`src/dvsu_pkg.sv`:
```
// Shared types and constants for the 64-by-32 divider.
// No dependencies; used by every module in src but dvsu_checker.
`timescale 1ns / 1ps
package dvsu_pkg;
  localparam int unsigned WordW = 32;
  localparam int unsigned DvdW  = 64;

  typedef struct packed {
    logic [WordW-1:0] rem;    // partial remainder, below the divisor
    logic [DvdW-1:0]  dvd;    // dividend magnitude, quotient bits shift in at the bottom
    logic [WordW-1:0] dvs;    // divisor magnitude
    logic             neg;    // signs of the two operands differ
    logic             a_neg;  // dividend negative
    logic             sgn;    // signed request
    logic             dz;     // divisor zero
  } dvsu_work_t;
endpackage

```
`src/dvsu_stage.sv`:
```
// One pipeline stage of restoring division: STEPS quotient bits.
// Depends on dvsu_pkg.
`timescale 1ns / 1ps
module dvsu_stage #(
  parameter int unsigned STEPS = 4
) (
  input  dvsu_pkg::dvsu_work_t work_i,
  output dvsu_pkg::dvsu_work_t work_o
);
  logic [32:0] trial;
  logic [32:0] rem;

  always_comb begin
    work_o = work_i;
    for (int unsigned s = 0; s < STEPS; s++) begin
      rem   = {work_o.rem, work_o.dvd[63]};
      trial = rem - {1'b0, work_o.dvs};
      work_o.dvd = {work_o.dvd[62:0], ~trial[32]};
      work_o.rem = trial[32] ? rem[31:0] : trial[31:0];
    end
  end
endmodule

```
`config.mk`:
```
export PLATFORM = sky130hd
export DESIGN_NAME = dvsu_stage
export DESIGN_NICKNAME = d
export VERILOG_FILES = /design/src/dvsu_pkg.sv /design/src/dvsu_stage.sv
export SDC_FILE = /design/constraint.sdc
export NUM_CORES = 1
export LEC_CHECK = 0
export ABC_CLOCK_PERIOD_IN_PS = 36200
export BUFFER_PORTS_ARGS = -buffer_cell sky130_fd_sc_hd__buf_4
export CAP_MARGIN = 10
export CORE_ASPECT_RATIO = 0.8
export CORE_UTILIZATION = 39
export DETAILED_ROUTE_END_ITERATION = 16
export PLACE_DENSITY_LB_ADDON = 0.3
export SYNTH_ARGS = -nofsm -noshare
export SYNTH_HDL_FRONTEND = slang
export SYNTH_SLANG_ARGS = --single-unit
```
`constraint.sdc`:
```
create_clock -name vclk -period 36.2
set_clock_uncertainty 0.2 [all_clocks]
set_input_delay 3.62 -clock vclk [all_inputs]
set_output_delay 3.62 -clock vclk [all_outputs]
set_load 0.01 [all_outputs]
```
# Yosys cells after proc, flatten, opt, wreduce, memory -nomap -nowiden
# Index checks and enable logic that the tools add are counted.
# totals
ff_bits,0
latchBits,0
ramBits,0
mem_bits_ro,0
out_inout_bits,132
wordCells,12
memories,0
# classes
n_addsub,4
mul,0
n_div,0
order_cmp,0
eq_ne,0
n_shift,0
muxes,4
n_bitwise,4
n_reduce_logical,0
# op_table
op,count
subtractor 33 x 32 -> 33 bit,4
2-to-1 mux 32 bit,4
NOT 1 bit,4

# Longest topological paths before layout
# logic_depth
ltp_word,8
mapped_depth,59
depth_no_buf,54

# Worst setup path before layout
# OpenSTA, ideal clock, no wires.
# synth_timing
kind,in2out
startpoint,input port work_i[99] in the netlist's numbering
endpoint,output port work_o[104] in the netlist's numbering
arrival_ns,14.924
t_required_ns,32.380
slack_ns,17.456
stages,56
path_cell_list,inv_1 ha_1 inv_1 fa_1 a211oi_1 o21ai_0 nand3_1 a21oi_1 o21ai_1 xor2_1 buf_2 clkinv_1 clkbuf_1 nand2_1 nand2_1 ha_1 a21o_1 or4_1 [20 not listed] clkbuf_1 buf_2 nor2_1 a31oi_1 ha_1 a211oi_1 o21ai_0 a221o_1 a21o_1 or4_1 a21oi_1 a21oi_1 a31oi_2 xor2_1 nor2_1 clkbuf_1 a32o_1 a31o_1
# synth_rtl
item,line_no,source
"start, declared",dvsu_stage.sv:7,"input dvsu_pkg::dvsu_work_t work_i,"
"end, declared",dvsu_stage.sv:8,output dvsu_pkg::dvsu_work_t work_o

==> results.txt <==
Register Area - 0 um^2
Height of the chip - 138.0 um
Number of hold violations in the final report - 0
Global-route wire length before repair - 46450 um
Top post-synthesis cells by area - ha_1 (18%), buf_4 (8.1%), xnor2_1 (7.6%)
Compound-Gate Fraction of Synth Area - 34.41%
Mean post-synth cell area - 6.779 um^2
Via count of the routed design - 9813
Final Critical Period - 22.29 ns
Outcome - complete, no violations
Drt drc - 0
Fraction of final layout cells with drive strength greater than 1 - 13.07%
Placement Rows - 49
Setup tns final - 0 ns
Number of different library cells in the post-synthesis netlist - 82
Library cell contributing the largest single delay on the critical path - a222oi_1
RSZ-0062 raised after global routing - false
Core area - 0.02256 mm^2
GR Layer Usage met1 - 40.73%
Tightest Pin Transition - 1.132 ns
Number of antenna violations at the first check in global routing - 0
Simple-gate area share of the yosys netlist - 19.68%
HPWL reported at the end of detailed placement - 25430 um
Total of clock buffers placed in the layout - 0
Final sequential cell count - 0
Die boundary width - 172.1 um
Area fraction of the dominant cell type after synthesis - 17.75%
GRT Overall Usage - 24.33%
Most Crowded Layer GR - met1
Highest achievable clock rate - 44.85 MHz
Data required time at the worst endpoint - 32.38 ns
Vias in the first global route - 8478
Met2 layer usage reported by global route - 31.58%
Syn Nets - 1595
Final critical-path share of the clock period - 61.59%
Die Area - 0.02375 mm^2
Total of endpoints with negative setup slack in the final report - 0
Vias per std cell - 5.965
Post-synthesis instance total - 1331
Adder-cell share of the synthesized area - 18.64%
Largest stage delay, worst path - 0.96 ns
Crit-path most repeated cell - buf_4
Top-level I/O count - 264
Reported max-cap violation count - 0
Netlist area before placement - 0.009022 mm^2
ANT cells - 0
Filler Cells Inserted - 2377
Crit Path Class - input pin to output pin
Multiplexer share of the synthesized area - 2.358%
Final wirelength - 29900 um
Launching element type of the critical path - input pin
IO Port Bufs - 136
Max-slew violation total from the final report - 0
Footprint of the multi-input gates - 0.007848 mm^2
Type of destination of the critical path - output pin
Main combinational cell family by area after synthesis - compound AO/OA/AOI/OAI gates
Gpl congestion - 0.9776
Met3 usage in global routing - 4.752%
Xor/xnor cell area share of the yosys netlist - 11.62%
Antenna Nets Post-Route - 0
Path type of the worst min-delay path - input pin to output pin
Share of synthesized area occupied by flip-flops and latches - 0%
Count of TritonRoute iterations in the first routing pass - 7
Final layout net count - 1605
Area added between synthesis and finish - 6.559%
Violation count after the first detailed-routing iteration - 1231
Peak fanout along the critical path - 77
Buffer count from post-CTS setup fixing - 0
Maximum number of pins on one net before global-route repair - 78
Yosys warns - 0
Grt total ovfl - 0
Yosys top cell by area - ha_1
Wire length per cell after detailed routing - 18.18 um
Count of hold-fix buffers inserted at cts - 0
Initial Utilization - 39.99%
Max_slew headroom - 24.56%
Critical Path AT - 18.47 ns
Total of cells resized after clock tree synthesis - 0
[layout by cell type (no fill, tap or decap), types with 5 or more instances in the layout]
cell type / instances
a211oi_1: 11
a21o_1: 60
a21oi_1: 106
a221o_1: 5
a221oi_1: 6
a222oi_1: 7
a22oi_1: 21
a31oi_1: 17
a32oi_1: 18
and2_1: 9
and3_1: 10
buf_4: 142
ha_1: 128
inv_1: 81
mux2_2: 10
mux2i_1: 10
nand2_1: 165
nand2b_1: 19
nand3_1: 16
nand4_1: 12
nor2_1: 87
nor2b_1: 11
nor3_1: 18
o211ai_1: 8
o21a_1: 16
o21ai_0: 72
o21ai_1: 22
o21bai_1: 13
o221ai_1: 14
o31ai_1: 6
or3_1: 16
xnor2_1: 78
xor2_1: 37
[kinds of logic after synthesis]
family / after synthesis
AOI/OAI and AO/OA: 457
muxes: 20
xor gates and xnor gates: 118
adders and majority gates: 132
and+or+nand+nor: 386
buffers and inverters: 218
[worst max-delay path, delay by kind of cell]
kind            cells  cell delay [ns]
compound gates     24             6.65
xor+xnor            3             1.34
fa+ha+maj           5             1.68
buf+inv            11             2.96
mux                 1             0.26
simple gates       10             1.84
[per-stage QoR]
stage          cell area [um^2]  worst slack (ns)  utilization, %  hold WS (ns)  std cells
6_report                   9614             13.91           42.61         7.040       1645
3_5_place_dp               9614             14.26           42.61         7.040       1645
2_1_floorplan              9022             17.46               -         7.132       1331
3_3_place_gp               9614             14.62           42.61         7.040       1645
5_1_grt                    9614             12.83           42.61         7.040       1645
4_1_cts                    9614             14.19           42.61         7.040       1645
[cell type report]
type | instances | area share [%]
timing repair buffer | 142 | 11.09
tap | 306 | 3.982
multi-input combinational | 1113 | 81.62
inverter | 84 | 3.306
[routing by layer]
metal | wire, um | vias to the layer above | part of all wire, %
li1 | - | 4818 | -
met1 | 15300 | 4469 | 51
met2 | 10950 | 504 | 37
met3 | 3458 | 22 | 12
met4 | 202 | 0 | 0.68
met5 | 0 | - | 0
[cells in the mapped netlist (all sizes together), types with 5 or more instances]
library cell,count
a211oi,12
a21o,60
a21oi,106
a221o,5
a221oi,7
a222oi,7
a22oi,21
a31o,5
a31oi,18
a32oi,19
and2,9
and3,10
buf,110
clkbuf,24
ha,128
inv,83
mux2,10
mux2i,10
nand2,165
nand2b,19
nand3,16
nand4,12
nor2,87
nor2b,11
nor3,18
o211ai,10
o21a,16
o21ai,94
o21bai,13
o221ai,15
o31ai,6
or2,7
or3,16
xnor2,80
xor2,38
[worst paths after layout]
path / start / to / cells past startpoint
hold / removal: work_i[0] / work_o[0] / 0
setup / recovery: work_i[99] / work_o[118] / 54
Power is left out: the tool's default activity adds up to more than one toggle a clock period on the data nets, which glitch-free logic cannot reach.
