[src/dvsu_pkg.sv]
// Shared types and constants for the 64-by-32 divider.
// No dependencies; used by every module in src but dvsu_checker.
`timescale 1ns / 1ps
package dvsu_pkg;
  localparam int unsigned WordW = 32;
  localparam int unsigned DvdW  = 64;

  typedef struct packed {
    logic [WordW-1:0] rem;    // partial remainder, below the divisor
    logic [DvdW-1:0]  dvd;    // dividend magnitude, quotient bits shift in at the bottom
    logic [WordW-1:0] dvs;    // divisor magnitude
    logic             neg;    // signs of the two operands differ
    logic             a_neg;  // dividend negative
    logic             sgn;    // signed request
    logic             dz;     // divisor zero
  } dvsu_work_t;
endpackage

[src/dvsu_prep.sv]
// Operand preparation: sign split and magnitudes.
// Depends on dvsu_pkg.
`timescale 1ns / 1ps
module dvsu_prep (
  input  logic [31:0]        dividend_high_i,
  input  logic [31:0]        dividend_low_i,
  input  logic [31:0]        divisor_i,
  input  logic               is_signed_i,
  output dvsu_pkg::dvsu_work_t work_o
);
  logic [63:0] dvd;
  logic        a_neg, b_neg;

  always_comb begin
    dvd   = {dividend_high_i, dividend_low_i};
    a_neg = is_signed_i & dvd[63];
    b_neg = is_signed_i & divisor_i[31];
    work_o.rem   = '0;
    work_o.dvd   = a_neg ? (~dvd + 64'd1) : dvd;
    work_o.dvs   = b_neg ? (~divisor_i + 32'd1) : divisor_i;
    work_o.neg   = a_neg ^ b_neg;
    work_o.a_neg = a_neg;
    work_o.sgn   = is_signed_i;
    work_o.dz    = (divisor_i == '0);
  end
endmodule

[config.mk]
export PLATFORM = sky130hd
export DESIGN_NAME = dvsu_prep
export DESIGN_NICKNAME = d
export VERILOG_FILES = /design/src/dvsu_pkg.sv /design/src/dvsu_prep.sv
export SDC_FILE = /design/constraint.sdc
export NUM_CORES = 1
export LEC_CHECK = 0
export CAP_MARGIN = 20
export CELL_PAD_IN_SITES_DETAIL_PLACEMENT = 0
export CELL_PAD_IN_SITES_GLOBAL_PLACEMENT = 2
export CORE_MARGIN = 5
export CORE_UTILIZATION = 31
export DETAILED_ROUTE_END_ITERATION = 12
export DONT_BUFFER_PORTS = 1
export PLACE_DENSITY = 0.85
export SETUP_SLACK_MARGIN = 0.2
export SYNTH_ARGS = -nofsm -noshare
export SYNTH_HDL_FRONTEND = slang
export SYNTH_SLANG_ARGS = --single-unit
[constraint.sdc]
create_clock -name vclk -period 3.65
set_input_delay 0.73 -clock vclk [all_inputs]
set_output_delay 0.73 -clock vclk [all_outputs]
set_load 0.01 [all_outputs]
Yosys cells after proc, flatten, opt, wreduce, memory -nomap -nowiden --
Cells that the tools add are included.
Cells by class: reduce and logical (&&, ||, !) cells 1, mux-type cells 2, bitwise gates (word level) 5, add/sub/neg operators 2
Operators by type and width (count):
- adder 64 x 1 -> 64 bit, second input constant | 1
- 2-to-1 mux 64 bit | 1
- inverter 64 bit | 1
- adder 32 x 1 -> 32 bit, second input constant | 1
- zero test 32 bit | 1
- 2-to-1 mux 32 bit | 1
- inverter 32 bit | 1
- AND 1 bit | 2
- bitwise XOR 1 bit | 1
Word-level totals: input bits 97, logic and storage cells 10, output and inout port bits 132, flip-flop bits (word level) 0

Longest topological paths before layout --
Gate-level depths: netlist of run 1.
word-level depth 3, gate-level depth with buffers 7, gate-level depth less buffers 7

Worst setup path after synthesis of run 1 --
OpenSTA, ideal clock, no wires.
path kind input port to output port, from input divisor_i[23], to output work_o[0] (netlist name), arrival time 2545 ps, buffers on the path 0, data required time 2920 ps, stages on the path 5, slack 375 ps, cell sequence or4_4 -> or4b_1 -> or2_1 -> or4_1 -> nor2_1
RTL lines:
- start: declaration | line dvsu_prep.sv:7 | input logic [31:0] divisor_i,
- end: declaration | line dvsu_prep.sv:9 | output dvsu_pkg::dvsu_work_t work_o

==> results of run 1 <==
## kinds of logic after synthesis
kind of cell             share of synthesized area
AO/OA/AOI/OAI                                0.189
XOR/XNOR                                     0.326
adder cells (fa/ha/maj)                     0.0102
buffers and inverters                        0.138
other                                      0.00153
AND/OR/NAND/NOR                              0.336
## critical path, cell delays in order
cell	delay (ns)
or4_4	0.54
or4b_1	0.50
or2_1	0.28
or4_1	0.44
nor2_2	0.16
## timing repair
action / CTS / global route
gates resized for setup: 1 / 7
pin swaps: 0 / 2
buffers inserted: 0 / 2
endpoints found under the setup margin: 1 / 24
## area by class of cell
cell class / instances / area [µm²]
Multi-Input combinational cell: 351 / 2270
Tap cell: 102 / 128
Timing Repair Buffer: 22 / 165
Fill cell: 869 / 5120
Inverter: 10 / 37.5
## final timing paths
path                       from   endpoint  slack [ns]  depth (start not counted)
setup / recovery  divisor_i[23]  work_o[0]        0.27                          5
hold / removal     divisor_i[0]  work_o[4]        1.46                          0
## layout by cell type (no fill, tap or decap), types with 2 or more instances in the layout
cell type   n
inv_1       9
nor4_2      4
nand2_1    22
or4_1       3
o41ai_1     6
xor2_1     53
nor3_2      3
nor3_1     19
nand3b_1    2
nand4_1     6
or3_1       6
o31ai_1    10
o41ai_2     2
a31oi_1    13
or4_4       2
xnor2_1    38
a21oi_1    26
conb_1     32
nand3_1     6
o21ai_0    15
buf_4      22
and2_1      6
nor4_1     14
nor2_1     45
ha_1        2
## per-stage QoR
step	hold slack, ns	cell area [µm²]	total power, mW
after floorplan	1.51	2560	0.255
after global placement	1.46	2540	0.273
after detailed placement	1.46	2540	0.273
after CTS	1.46	2550	0.274
after global routing	1.46	2600	0.296
final	1.46	2600	0.272
## routing by layer
layer,vias to the layer above,share of wire
met1,1256,0.38
met3,2,0.10
met4,0,0.0016
li1,1289,-
met5,-,0
met2,137,0.51
## power by group
group          leakage [nW]  internal [mW]  switching (mW)  total (mW)
logic                 0.964         0.0944           0.178       0.272
registers                 0              0               0           0
clock network             0              0               0           0
total                 0.964         0.0944           0.178       0.272
==> impl_metrics.ini, run 1 <==
[logic_synthesis]
netlist.area_leader.share = 0.190
avgSynthCellArea_um2 = 6.55
synth_largest_area_cell = xor2_1
yosysUniqueCellTypes = 43
yosys-top-cells-count = 53 x xor2_1, 46 x nor2_1, 38 x xnor2_1
syn_inst = 374
ys_seq_area_frac = 0
syn_area_um2 = 2450
synth.most_common_cell = xor2_1
synth_area_leaders = xor2_1 19%, xnor2_1 14%, buf_4 11%, nor2_1 7.1%, a21oi_1 5.3%
yosys_warnings = 0

[global_routing]
grt_util_met3 = 0.0368
overflow = 0
antenna_found_initial = 0
use_met1 = 0.191
track_usage = 0.156
grt_max_degree = 26
gr-max-usage-layer = met2
use_met2 = 0.292
grt_pass1_vias = 2574
grt_first_pass_wirelength_um = 13300

[worst_setup_path]
end_kind = output pin
crit_type = in -> out
critPathLaunchType = input port
path_max_fanout = 4
crit_required_ns = 2.92
critPathArrivalTime_ns = 2.65

[layout]
area_growth_pct = 6.29
nNetsFinal = 484
nClkBuffers = 0
register_area_um2 = 0
layoutNonFillerInstCount = 485
fin_util = 0.337
drive_above_1_share = 0.104
seq_cell_count = 0
diodes = 0

[timing]
fin_ws_ns = 0.269
max_slew.worst_pin.slew_ns = 0.650
rsz0062_at_grt = no
fmax_mhz = 296
setup_tns_ns = 0
finalHoldViolCount = 0
slew_violations = 0
finalSetupViolations = 0
min_period_over_period = 0.926
slew_headroom = 0.564
fin_crit_ns = 3.38

[flow_run]
maxCapViolations = 0

[placement]
port_buffers = 0
dp_cells = 483
dp_hpwl_um = 7480
post-place-ws_ns = 0.207
finalWeightedCongestion = 0.811

[drt]
vias = 2684
firstDrtPassIters = 4
wl_um = 8780
drc = 0
wl_per_cell_um = 18.1
postRouteAntennaNets = 0
drtIter0Drc = 105
vias_per_cell = 5.53

[power_and_ir_drop]
p_leak_nw = 0.964
powerDensity_nw_per_um2 = 105
ir_drop_v = 0.0000316

[floorplan]
coreArea_um2 = 7730
dieArea_um2 = 9780
fp-row-count = 32
fp.dieW_um = 98.9
start_util = 0.317
ioPinCount = 229
die_h_um = 98.9

[clock_network]
holdBufCountCts = 0

[status]
status = finished, final reports clean

[worst_hold_path]
hold_class = in -> out
(Power assumes the default switching activity.)
==> run 2, diff against run 1 <==
clock period = 3.85 ns   (was 3.65 ns; I/O delays follow)
==> run 2 against run 1 <==
Compared with the run above: hold slack gained 0.080 ns; highest routed layer unchanged; cell count shrank 1.0%; final area down 2.9%; largest cell class unchanged; routed wire length decreased by 1.2%.
==> impl_metrics.ini, run 2 (same netlist as run 1, synthesis figures left out) <==
[layout]
fin_util = 0.327
stdcell_area_um2 = 2530
drive_above_1_share = 0.0741
nClkBuffers = 0
layoutNonFillerInstCount = 480
diodes = 0
seq_cell_count = 0
layout_common_cells = 53 x xor2_1, 46 x nor2_1, 38 x xnor2_1, 32 x conb_1, 26 x a21oi_1
register_area_um2 = 0
nNetsFinal = 479
area_growth_pct = 3.17
final_common_cell = xor2_1

[timing]
slew_violations = 0
holdWs_ns = 1.54
fin_crit_ns = 3.48
fin_ws_ns = 0.375
slew_headroom = 0.551
setup_tns_ns = 0
finalHoldViolCount = 0
finalSetupViolations = 0
min_period_over_period = 0.903
rsz0062_at_grt = no
fmax_mhz = 288
max_slew.worst_pin.slew_ns = 0.673

[floorplan]
die_h_um = 98.9
fp.dieW_um = 98.9
fp-row-count = 32
dieArea_um2 = 9780
ioPinCount = 229
start_util = 0.317
coreArea_um2 = 7730

[placement]
place_area_um2 = 2520
post-place-ws_ns = 0.366
port_buffers = 0
dp_cells = 480
finalWeightedCongestion = 0.828
dp_hpwl_um = 7410

[drt]
wl_per_cell_um = 18.1
wl_um = 8670
drc = 0
firstDrtPassIters = 4
postRouteAntennaNets = 0
vias_per_cell = 5.45
drtIter0Drc = 78
vias = 2618

[global_routing]
antenna_found_initial = 0
overflow = 0
grt_max_degree = 26
grt_first_pass_wirelength_um = 13200
grt_pass1_vias = 2533
track_usage = 0.156

[worst_hold_path]
holdPathEnd = work_o[4]
hold_class = in -> out
hold_start = divisor_i[0]
min_path_cells = 0

[clock_network]
post_cts_resized = 0
holdBufCountCts = 0
cts_setup_buffers = 0

[worst_setup_path]
end_kind = output pin
crit_required_ns = 3.08
crit_type = in -> out
critical_path.startpoint = divisor_i[23]
critPathLaunchType = input port
path_max_fanout = 4
critPathArrivalTime_ns = 2.71

[power_and_ir_drop]
p_leak_nw = 0.934
ir_drop_v = 0.0000304
finalPower_mw = 0.254
powerDensity_nw_per_um2 = 101

[flow_run]
maxCapViolations = 0

[status]
status = finished, final reports clean
run 2: power by group:
| group | total (mW) | internal, mW | leakage (nW) | switching [mW] |
|---|---|---|---|---|
| Clock | 0 | 0 | 0 | 0 |
| Sequential | 0 | 0 | 0 | 0 |
| Combinational | 0.254 | 0.0869 | 0.934 | 0.168 |
run 2: critical path: stages:
cell and delay [ns]:
or4_4 0.53, or4b_1 0.49, or2_1 0.27, or4_1 0.41, nor2_1 0.22
run 2: worst max path at each step:
stage / to / slack, ns
floorplan: work_o[0] / 0.49
global placement: work_o[99] / 0.34
detailed placement: work_o[0] / 0.37
CTS: work_o[0] / 0.35
global route: work_o[96] / 0.21
finish: work_o[0] / 0.37
run 2: final cells by class:
type / instances / area (µm²)
fill: 864 / 5200
multi-input combinational: 351 / 2230
timing repair buffer: 17 / 128
tap: 102 / 128
inverter: 10 / 37.5
run 2: routing by layer:
layer  share of wire  GRT usage  wire (µm)  vias up
met5               0          0          0        -
met4           0.016     0.0200        137        0
met3           0.096     0.0396        836       12
met2            0.48      0.277       4200      131
met1            0.40      0.194       3500     1194
li1                -          -          -     1281
