[config.mk]
export PLATFORM = sky130hd
export DESIGN_NAME = dvsu_post
export DESIGN_NICKNAME = d
export VERILOG_FILES = /design/src/dvsu_pkg.sv /design/src/dvsu_post.sv
export SDC_FILE = /design/constraint.sdc
export NUM_CORES = 1
export LEC_CHECK = 0
export ABC_CLOCK_PERIOD_IN_PS = 2200
export BUFFER_PORTS_ARGS = -buffer_cell sky130_fd_sc_hd__buf_2
export CAP_MARGIN = 40
export CORE_MARGIN = 2
export CORE_UTILIZATION = 39
export DETAILED_ROUTE_END_ITERATION = 10
export PLACE_DENSITY = 0.91
export SLEW_MARGIN = 10
export SYNTH_ARGS = -nofsm -noshare
export SYNTH_HDL_FRONTEND = slang
export SYNTH_SLANG_ARGS = --single-unit
[constraint.sdc]
create_clock -name vclk -period 2.2
set_input_delay 0.11 -clock vclk [all_inputs]
set_output_delay 0.11 -clock vclk [all_outputs]
set_load 0.005 [all_outputs]
[src/dvsu_pkg.sv]
// Shared types and constants for the 64-by-32 divider.
// No dependencies; used by every module in src but dvsu_checker.
`timescale 1ns / 1ps
package dvsu_pkg;
  localparam int unsigned WordW = 32;
  localparam int unsigned DvdW  = 64;

  typedef struct packed {
    logic [WordW-1:0] rem;    // partial remainder, below the divisor
    logic [DvdW-1:0]  dvd;    // dividend magnitude, quotient bits shift in at the bottom
    logic [WordW-1:0] dvs;    // divisor magnitude
    logic             neg;    // signs of the two operands differ
    logic             a_neg;  // dividend negative
    logic             sgn;    // signed request
    logic             dz;     // divisor zero
  } dvsu_work_t;
endpackage

[src/dvsu_post.sv]
// Result formatting: sign, saturation and flags.
// Depends on dvsu_pkg.
`timescale 1ns / 1ps
module dvsu_post (
  input  dvsu_pkg::dvsu_work_t work_i,
  output logic [31:0]          quotient_o,
  output logic                 negative_flag_o,
  output logic                 zero_flag_o,
  output logic                 overflow_flag_o
);
  logic        hi_nz;
  logic [31:0] q;
  logic        ovf;

  always_comb begin
    hi_nz = (work_i.dvd[63:32] != '0);
    q     = work_i.dvd[31:0];
    ovf   = 1'b0;
    if (work_i.dz) begin
      ovf = 1'b1;
      q   = !work_i.sgn ? 32'hFFFF_FFFF : (work_i.a_neg ? 32'h8000_0000 : 32'h7FFF_FFFF);
    end else if (!work_i.sgn) begin
      if (hi_nz) begin
        ovf = 1'b1;
        q   = 32'hFFFF_FFFF;
      end
    end else if (work_i.neg) begin
      if (hi_nz || (q[31] && q[30:0] != '0)) begin
        ovf = 1'b1;
        q   = 32'h8000_0000;
      end else begin
        q = ~q + 32'd1;
      end
    end else if (hi_nz || q[31]) begin
      ovf = 1'b1;
      q   = 32'h7FFF_FFFF;
    end
    quotient_o      = q;
    negative_flag_o = q[31];
    zero_flag_o     = (q == '0) && !ovf;
    overflow_flag_o = ovf;
  end
endmodule

==> metrics.log, run 1 <==
INFO  metric flow.stopped_at = global routing (5_1_grt)
INFO  metric first_global_vias = between 5000 and 6000
INFO  metric syn-cell-area = about 2200 sq um
INFO  metric synth_cells = between 300 and 400
INFO  metric post_synth_num_cell_types = 66
INFO  metric holdBufCountCts = 0
INFO  metric dieWidth = between 70 and 80 um
INFO  metric num_io_pins = ~170
INFO  metric rows = 27
INFO  metric dp.cells = 657
INFO  metric error = [ERROR GRT-0116] Global routing finished with congestion. Check the congestion regions in the DRC Viewer.
INFO  metric grt_first_pass_wirelength = around 36000 um
INFO  metric initial_core_util = 0.4038
INFO  metric proportion_of_synthesized_chip_area_in_sequential_cells = 0
INFO  metric synthesis.area_per_instance = around 6.2 sq um
INFO  metric status = stopped before the end
INFO  metric syn_nets = approximately 490
INFO  metric place_congestion = 1.301
INFO  metric synth-warning-count = 0
INFO  metric grt_overflow_total = 9
INFO  metric io_buffer_count = about 100
INFO  metric grt_start_max_net_pins = 21
INFO  metric die_h = between 70 and 80 um
INFO  metric gr-usage-all-layers = 0.7578
INFO  metric dp_hpwl = 11300 um
routing by layer:
layer  overflow  track usage
met1          0       0.7323
met2          5       0.9185
met5          0       0.2182
met3          0       0.6403
met4          4       0.7746
metrics by stage:
stage / instance area, sq um / util / worst slack [ns] / TNS (ns) / hold WS [ns]
2_1_floorplan: 2312 / - / -0.1679 / -0.1679 / 0.3821
3_3_place_gp: 3928 / 0.7089 / -0.6008 / -7.930 / 0.7281
3_5_place_dp: 3928 / 0.7089 / -0.7715 / -13.15 / 0.7491
4_1_cts: 4684 / 0.8455 / -0.4703 / -4.938 / 0.7468
repair_timing:
item	in CTS
endpoints found under the hold margin	0
setup buffers	31
gates resized for setup	134
pin swaps	53
gates cloned	2
endpoints found under the setup margin	34
synth_stat cells (all sizes together), types with 5 or more instances:
master / number / share of area
nand2: 35 / 0.059
nor4: 29 / 0.096
nor2: 26 / 0.044
clkbuf: 22 / 0.037
nor3: 21 / 0.051
o21ai: 20 / 0.045
a21oi: 19 / 0.043
nand3: 15 / 0.036
nand4: 15 / 0.042
o31ai: 13 / 0.044
a31oi: 12 / 0.034
inv: 12 / 0.020
or2: 11 / 0.031
a41oi: 8 / 0.031
a211oi: 7 / 0.023
buf: 7 / 0.022
and4: 6 / 0.023
o211ai: 5 / 0.017
o41ai: 5 / 0.031
or4: 5 / 0.018
cell families after synthesis:
group | synth area share
mux | 0.009508
buf+inv | 0.07942
compound gates | 0.4391
simple gates | 0.4664
fa+ha+maj | 0.005592
==> run 2, diff against run 1 <==
--- a/config.mk
+++ b/config.mk
@@ -5,13 +5,13 @@
 export SDC_FILE = /design/constraint.sdc
 export NUM_CORES = 1
 export LEC_CHECK = 0
-export ABC_CLOCK_PERIOD_IN_PS = 2200
+export ABC_CLOCK_PERIOD_IN_PS = 2900
 export BUFFER_PORTS_ARGS = -buffer_cell sky130_fd_sc_hd__buf_2
 export CAP_MARGIN = 40
 export CORE_MARGIN = 2
-export CORE_UTILIZATION = 39
+export CORE_UTILIZATION = 25
 export DETAILED_ROUTE_END_ITERATION = 10
-export PLACE_DENSITY = 0.91
+export PLACE_DENSITY_LB_ADDON = 0.15
 export SLEW_MARGIN = 10
 export SYNTH_ARGS = -nofsm -noshare
 export SYNTH_HDL_FRONTEND = slang
==> constraint.sdc (replaced) <==
create_clock -name vclk -period 2.9
set_input_delay 0.145 -clock vclk [all_inputs]
set_output_delay 0.145 -clock vclk [all_outputs]
set_load 0.005 [all_outputs]
==> run 2 against run 1 <==
Against the previous run: synthesized cell count is the same; the flow now finishes without violations; synthesized area is the same.
==> metrics.log, run 2 <==
INFO  metric synth-warning-count = 0
INFO  metric synth_cells = around 360
INFO  metric crit_path_max_fanout = 8
INFO  metric grt_start_max_net_pins = 27
INFO  metric hold_path.class = in -> out
INFO  metric dp.cells = 636
INFO  metric power_report.internal_total = 199.4 uW
INFO  metric synth_area_leader_cell = nor4_1
INFO  metric fin_hold_ws = around 0.82 ns
INFO  metric fin_nets = just under 700
INFO  metric most_used_routing_layer_in_global_routing = met2
INFO  metric wire_per_inst = about 21 um
INFO  metric p_sw = between 200 and 300 uW
INFO  metric timing.setup.tns = 0 ns
INFO  metric rows = 34
INFO  metric syn-cell-area = between 2000 and 2500 sq um
INFO  metric worst_slew_pin_slew = 0.7853 ns
INFO  metric syn_nets = ~490
INFO  metric fillers = 980
INFO  metric grt_use_met3 = 0.02908
INFO  metric core_region_area = roughly 8700 sq um
INFO  metric dieWidth = 98.60 um
INFO  metric period_minus_slack = roughly 2.9 ns
INFO  metric crit_path_arrival_time = between 2 and 3 ns
INFO  metric dp_hpwl = 10280 um
INFO  metric pwr-share-seq = 0
INFO  metric drcViolationCount = 0
INFO  metric clkPwrFrac = 0
INFO  metric initial_core_util = 0.2578
INFO  metric io_buffer_count = between 100 and 150
INFO  metric timing.critical_path.to_type = output port
INFO  metric synth.top_cells.by_count = 35 x nand2_1, 26 x nor2_1, 25 x nor4_1
INFO  metric share_of_layout_cells_above_drive_strength_1 = 0.4944
INFO  metric instances_no_fill = ~650
INFO  metric gr-usage-met2 = 0.4244
INFO  metric report.final.hold_viol_count = 0
INFO  metric synthesis.area_per_instance = about 6.2 sq um
INFO  metric most_common_cell_after_layout_fill_and_taps_aside = buf_2
INFO  metric ys_top_cells_by_area = nor4_1 7.0%, nand2_1 5.9%, o21ai_0 4.5%, nor2_1 4.4%, o31ai_1 4.4%
INFO  metric place_congestion = ~0.95
INFO  metric timing.slew.headroom = 0.4759
INFO  metric grt_first_pass_wirelength = between 20000 and 25000 um
INFO  metric comb_power_share = 1.000
INFO  metric num_io_pins = around 170
INFO  metric die_h = ~99 um
INFO  metric peak_ir_drop_on_the_vdd_network = about 42 uV
INFO  metric insertedDiodeCount = 0
INFO  metric route.detailed.vias_per_inst = 6.082
INFO  metric proportion_of_synthesized_chip_area_in_sequential_cells = 0
INFO  metric timing.critical_path.slowest_cell_delay = about 0.63 ns
INFO  metric area_delta_synth_final = 72.48%
INFO  metric setup_repair_after_global_routing_missed_its_margin = yes
INFO  metric nFlopsAndLatches = 0
INFO  metric gr-usage-met1 = 0.3551
INFO  metric min_from = work_i[2]
INFO  metric antenna_violating_nets_post_route = 0
INFO  metric setup_viol = 0
INFO  metric critPathKind = in -> out
INFO  metric post-route-util = 0.4446
INFO  metric post_synth_num_cell_types = 66
INFO  metric critPathMostFrequentCell = buf_2
INFO  metric timing.hold.worst_endpoint = negative_flag_o
INFO  metric seqCellArea = 0 sq um
INFO  metric share_of_the_synthesized_area_in_the_top_cell_type = 0.06991
INFO  metric kind_of_launch_point_of_the_worst_setup_path = input pin
INFO  metric required = between 2 and 3 ns
INFO  metric cp_cell_sequence = buf_2 > or4_4 > o41a_1 > or4_1 > a32oi_2 > a21oi_1 > nand4_1 > nor4_2 > buf_2
INFO  metric finalMaxSlewViolations = 0
INFO  metric first_global_vias = 3661
INFO  metric dr.first_iter.drc_count = around 320
INFO  metric synth.most_common_cell = nand2_1
INFO  metric netSwitchingFraction = 0.5591
INFO  metric detail_route.wirelength = between 10000 and 15000 um
INFO  metric num-clock-buffers = 0
INFO  metric die_area = 9721 sq um
INFO  metric worstHoldPathCells = 5
INFO  metric max-cap-violations = 0
INFO  metric drt_first_pass_iters = 6
INFO  metric status = complete, no violations
INFO  metric gr-usage-all-layers = 0.2582
INFO  metric power_density_over_the_cells = approximately 120 nW/um^2
INFO  metric max_freq = 0.3481 GHz
INFO  metric period_share = 0.9906
INFO  metric routed-via-count = a little under 4000
INFO  metric p_leak = roughly 1.6 nW
INFO  metric layout_common_cells = 102 x buf_2, 101 x buf_4, 33 x nand2_1, 23 x nor2_1, 19 x a21oi_1
INFO  metric critical_path.slowest_cell = or4_4
INFO  metric grt_overflow_total = 0
INFO  metric antenna_found_initial = 0
-- run 2: cell counts after synthesis --
No cell type changed its count.
-- run 2: area by class of cell --
type               count  area (sq um)  area share
inverters             12         45.04     0.01167
well taps            108         135.1     0.03502
repair buffers       208          1334      0.3457
multi-input cells    318          2345      0.6077
-- run 2: cells by family (layout without fill, tap and decap cells) --
logic type,Yosys count,after routing,share of synthesized area
AO/OA/AOI/OAI,131,131,0.4391
adder cells (fa/ha/maj),1,1,0.005592
buffers and inverters,41,220,0.07942
multiplexers,2,2,0.009508
AND/OR/NAND/NOR,184,184,0.4664
-- run 2: what timing repair did --
action / in CTS / in global routing
buffers inserted: 3 / 7
hold endpoints to repair: 0 / 0
endpoints found under the setup margin: 2 / 6
pin swaps: 6 / 18
gates resized for setup: 12 / 48
hold buffers: 0 / 0
-- run 2: how the worst max path moves through the flow --
stage                        endpoint  depth (start not counted)       start
after floorplan           zero_flag_o                         11  work_i[37]
after global placement    zero_flag_o                         12  work_i[96]
after detailed placement  zero_flag_o                         12  work_i[96]
after CTS                 zero_flag_o                         12  work_i[36]
after global routing      zero_flag_o                         12  work_i[63]
final                     zero_flag_o                          9  work_i[50]
-- run 2: per-stage QoR --
stage	worst slack, ns	cell area, sq um	power, mW
floorplan	0.3293	2237	0.1788
global placement	-0.1863	3481	0.3979
detailed placement	-0.1841	3481	0.4004
CTS	0.007652	3555	0.4090
global route	-0.06921	3859	0.4856
finish	0.02715	3859	0.4522
-- run 2: power groups by stage --
stage	Sequential [mW]	Combinational, mW	Clock, mW
floorplan	0	0.179	0
detailed placement	0	0.400	0
CTS	0	0.409	0
global placement	0	0.398	0
global route	0	0.486	0
finish	0	0.452	0
-- run 2: layer usage --
metal	wire length, um	vias to the layer above
li1	-	1835
met1	5661	1847
met3	1186	38
met5	0	-
met2	6101	209
met4	479	0
-- run 2: critical path: cells and delay by family --
family / cells / cell delay [ns]
compound gates: 3 / 0.92
buf+inv: 2 / 0.27
simple gates: 4 / 1.39
Note: power is estimated with default switching activity, not from simulation.
==> run 3, diff against run 2 <==
--- a/config.mk
+++ b/config.mk
@@ -6,12 +6,13 @@
 export NUM_CORES = 1
 export LEC_CHECK = 0
 export ABC_CLOCK_PERIOD_IN_PS = 2900
-export BUFFER_PORTS_ARGS = -buffer_cell sky130_fd_sc_hd__buf_2
 export CAP_MARGIN = 40
 export CORE_MARGIN = 2
 export CORE_UTILIZATION = 25
 export DETAILED_ROUTE_END_ITERATION = 10
+export DONT_BUFFER_PORTS = 1
 export PLACE_DENSITY_LB_ADDON = 0.15
+export RECOVER_POWER = 100
 export SLEW_MARGIN = 10
 export SYNTH_ARGS = -nofsm -noshare
 export SYNTH_HDL_FRONTEND = slang
==> run 3 against run 2 <==
Against the previous run: final cell count down 21%; utilization fell by 12 points; maximum frequency grew 1.4%; critical path type unchanged.
==> metrics.log, run 3 (synthesis gave the netlist of run 2 again) <==
INFO  metric nFlopsAndLatches = 0
INFO  metric timing.critical_path.slowest_cell_delay = roughly 0.42 ns
INFO  metric p_total = 267.3 uW
INFO  metric drcViolationCount = 0
INFO  metric hold_path.class = in -> out
INFO  metric die_h = 98.60 um
INFO  metric placement.setup.worst_slack = -0.005500 ns
INFO  metric crit_path_arrival_time = 2.69 ns
INFO  metric report.final.hold_viol_count = 0
INFO  metric timing.critical_path.to_type = output port
INFO  metric antenna_found_initial = 0
INFO  metric kind_of_launch_point_of_the_worst_setup_path = input pin
INFO  metric route.detailed.vias_per_inst = between 6 and 7
INFO  metric antenna_violating_nets_post_route = 0
INFO  metric multi_input_combinational_cell_area = ~2100 sq um
INFO  metric place_congestion = 0.9643
INFO  metric finalMaxSlewViolations = 0
INFO  metric rows = 34
INFO  metric grt_first_pass_wirelength = approximately 19000 um
INFO  metric peak_ir_drop_on_the_vdd_network = around 29 uV
INFO  metric holdBufCountCts = 0
INFO  metric core_region_area = between 8000 and 9000 sq um
INFO  metric detail_route.wirelength = roughly 12000 um
INFO  metric fin_hold_ws = approximately 0.4 ns
INFO  metric crit_path_max_fanout = 6
INFO  metric number_of_buffer_and_inverter_stages_on_the_critical_path = 3
INFO  metric max-cap-violations = 0
INFO  metric max_freq = between 0.3 and 0.4 GHz
INFO  metric post-route-util = 0.3292
INFO  metric io_buffer_count = 0
INFO  metric power_density_over_the_cells = roughly 94 nW/um^2
INFO  metric setup_repair_after_global_routing_missed_its_margin = no
INFO  metric routed-via-count = approximately 3400
INFO  metric fin_nets = 536
INFO  metric seqCellArea = 0 sq um
INFO  metric fillers = between 900 and 1000
INFO  metric cp_cell_sequence = inv_1 > ha_2 > or3b_4 > buf_4 > nor3_4 > a41oi_1 > nand4_1 > o211ai_1 > a2111oi_2 > nand4_1 > nor4_2 > buf_4
INFO  metric dp_hpwl = approximately 9500 um
INFO  metric status = complete, no violations
INFO  metric drt_first_pass_iters = 5
INFO  metric most_common_cell_after_layout_fill_and_taps_aside = buf_4
INFO  metric num_io_pins = 167
INFO  metric required = 2.76 ns
INFO  metric initial_core_util = 0.2578
INFO  metric gr-usage-all-layers = 0.2425
INFO  metric share_of_layout_cells_above_drive_strength_1 = 0.2718
INFO  metric critical_path_cell_count = 12
INFO  metric instances_no_fill = approximately 510
INFO  metric timing.slew.headroom = 0.4691
INFO  metric dp.cells = roughly 500
INFO  metric period_share = 0.9765
INFO  metric first_global_vias = 3249
INFO  metric path_delay_family = simple AND/OR/NAND/NOR gates
INFO  metric worstHoldPathCells = 1
INFO  metric worst_slew_pin_slew = 0.7954 ns
INFO  metric insertedDiodeCount = 0
INFO  metric die_area = a little under 10000 sq um
INFO  metric timing.final.ws_setup = just under 0.07 ns
INFO  metric period_minus_slack = roughly 2.8 ns
INFO  metric dr.first_iter.drc_count = around 320
INFO  metric layout_common_cells = 63 x buf_4, 34 x nand2_1, 25 x nor2_1, 22 x nor4_1, 19 x o21ai_0
INFO  metric area_delta_synth_final = 27.68%
INFO  metric wire_per_inst = approximately 24 um
INFO  metric critPathKind = in -> out
INFO  metric dieWidth = roughly 99 um
INFO  metric grt_start_max_net_pins = 29
INFO  metric setup_viol = 0
INFO  metric num-clock-buffers = 0
INFO  metric grt_overflow_total = 0
INFO  metric critical_path.slowest_cell = or3b_4
INFO  metric p_leak = about 0.95 nW
==> run 3: timing repair <==
item | CTS | global route
endpoints found under the setup margin | 1 | 1
setup buffers | 0 | 7
pin swaps | 0 | 14
resized for setup | 1 | 21
==> run 3: area by class of cell <==
class                           count  share of cell area
Tap cell                          108             0.04731
Inverter                           12             0.01577
Multi-Input combinational cell    318              0.7486
Timing Repair Buffer               71              0.1883
==> run 3: report_power, final <==
part / leakage (nW) / internal [mW] / total [mW] / switching [mW]
logic: 0.952 / 0.115 / 0.267 / 0.152
registers: 0 / 0 / 0 / 0
clock network: 0 / 0 / 0 / 0
==> run 3: path summary, 6_finish.rpt <==
path | slack [ns] | to | start
max | 0.07 | zero_flag_o | work_i[37]
min | 0.39 | quotient_o[13] | work_i[0]
==> run 3: metrics by stage <==
stage	setup TNS (ns)	instance area, sq um
5_1_grt	0	2856
3_3_place_gp	-0.003259	2733
3_5_place_dp	-0.005500	2733
6_report	0	2856
2_1_floorplan	0	2237
4_1_cts	0	2739
==> run 3: layer usage <==
metal,part of all wire,vias to the layer above,global-route usage
li1,-,1557,-
met3,0.11,40,0.03759
met1,0.41,1625,0.3346
met2,0.45,225,0.3909
met5,0,-,0
met4,0.038,0,0.07060
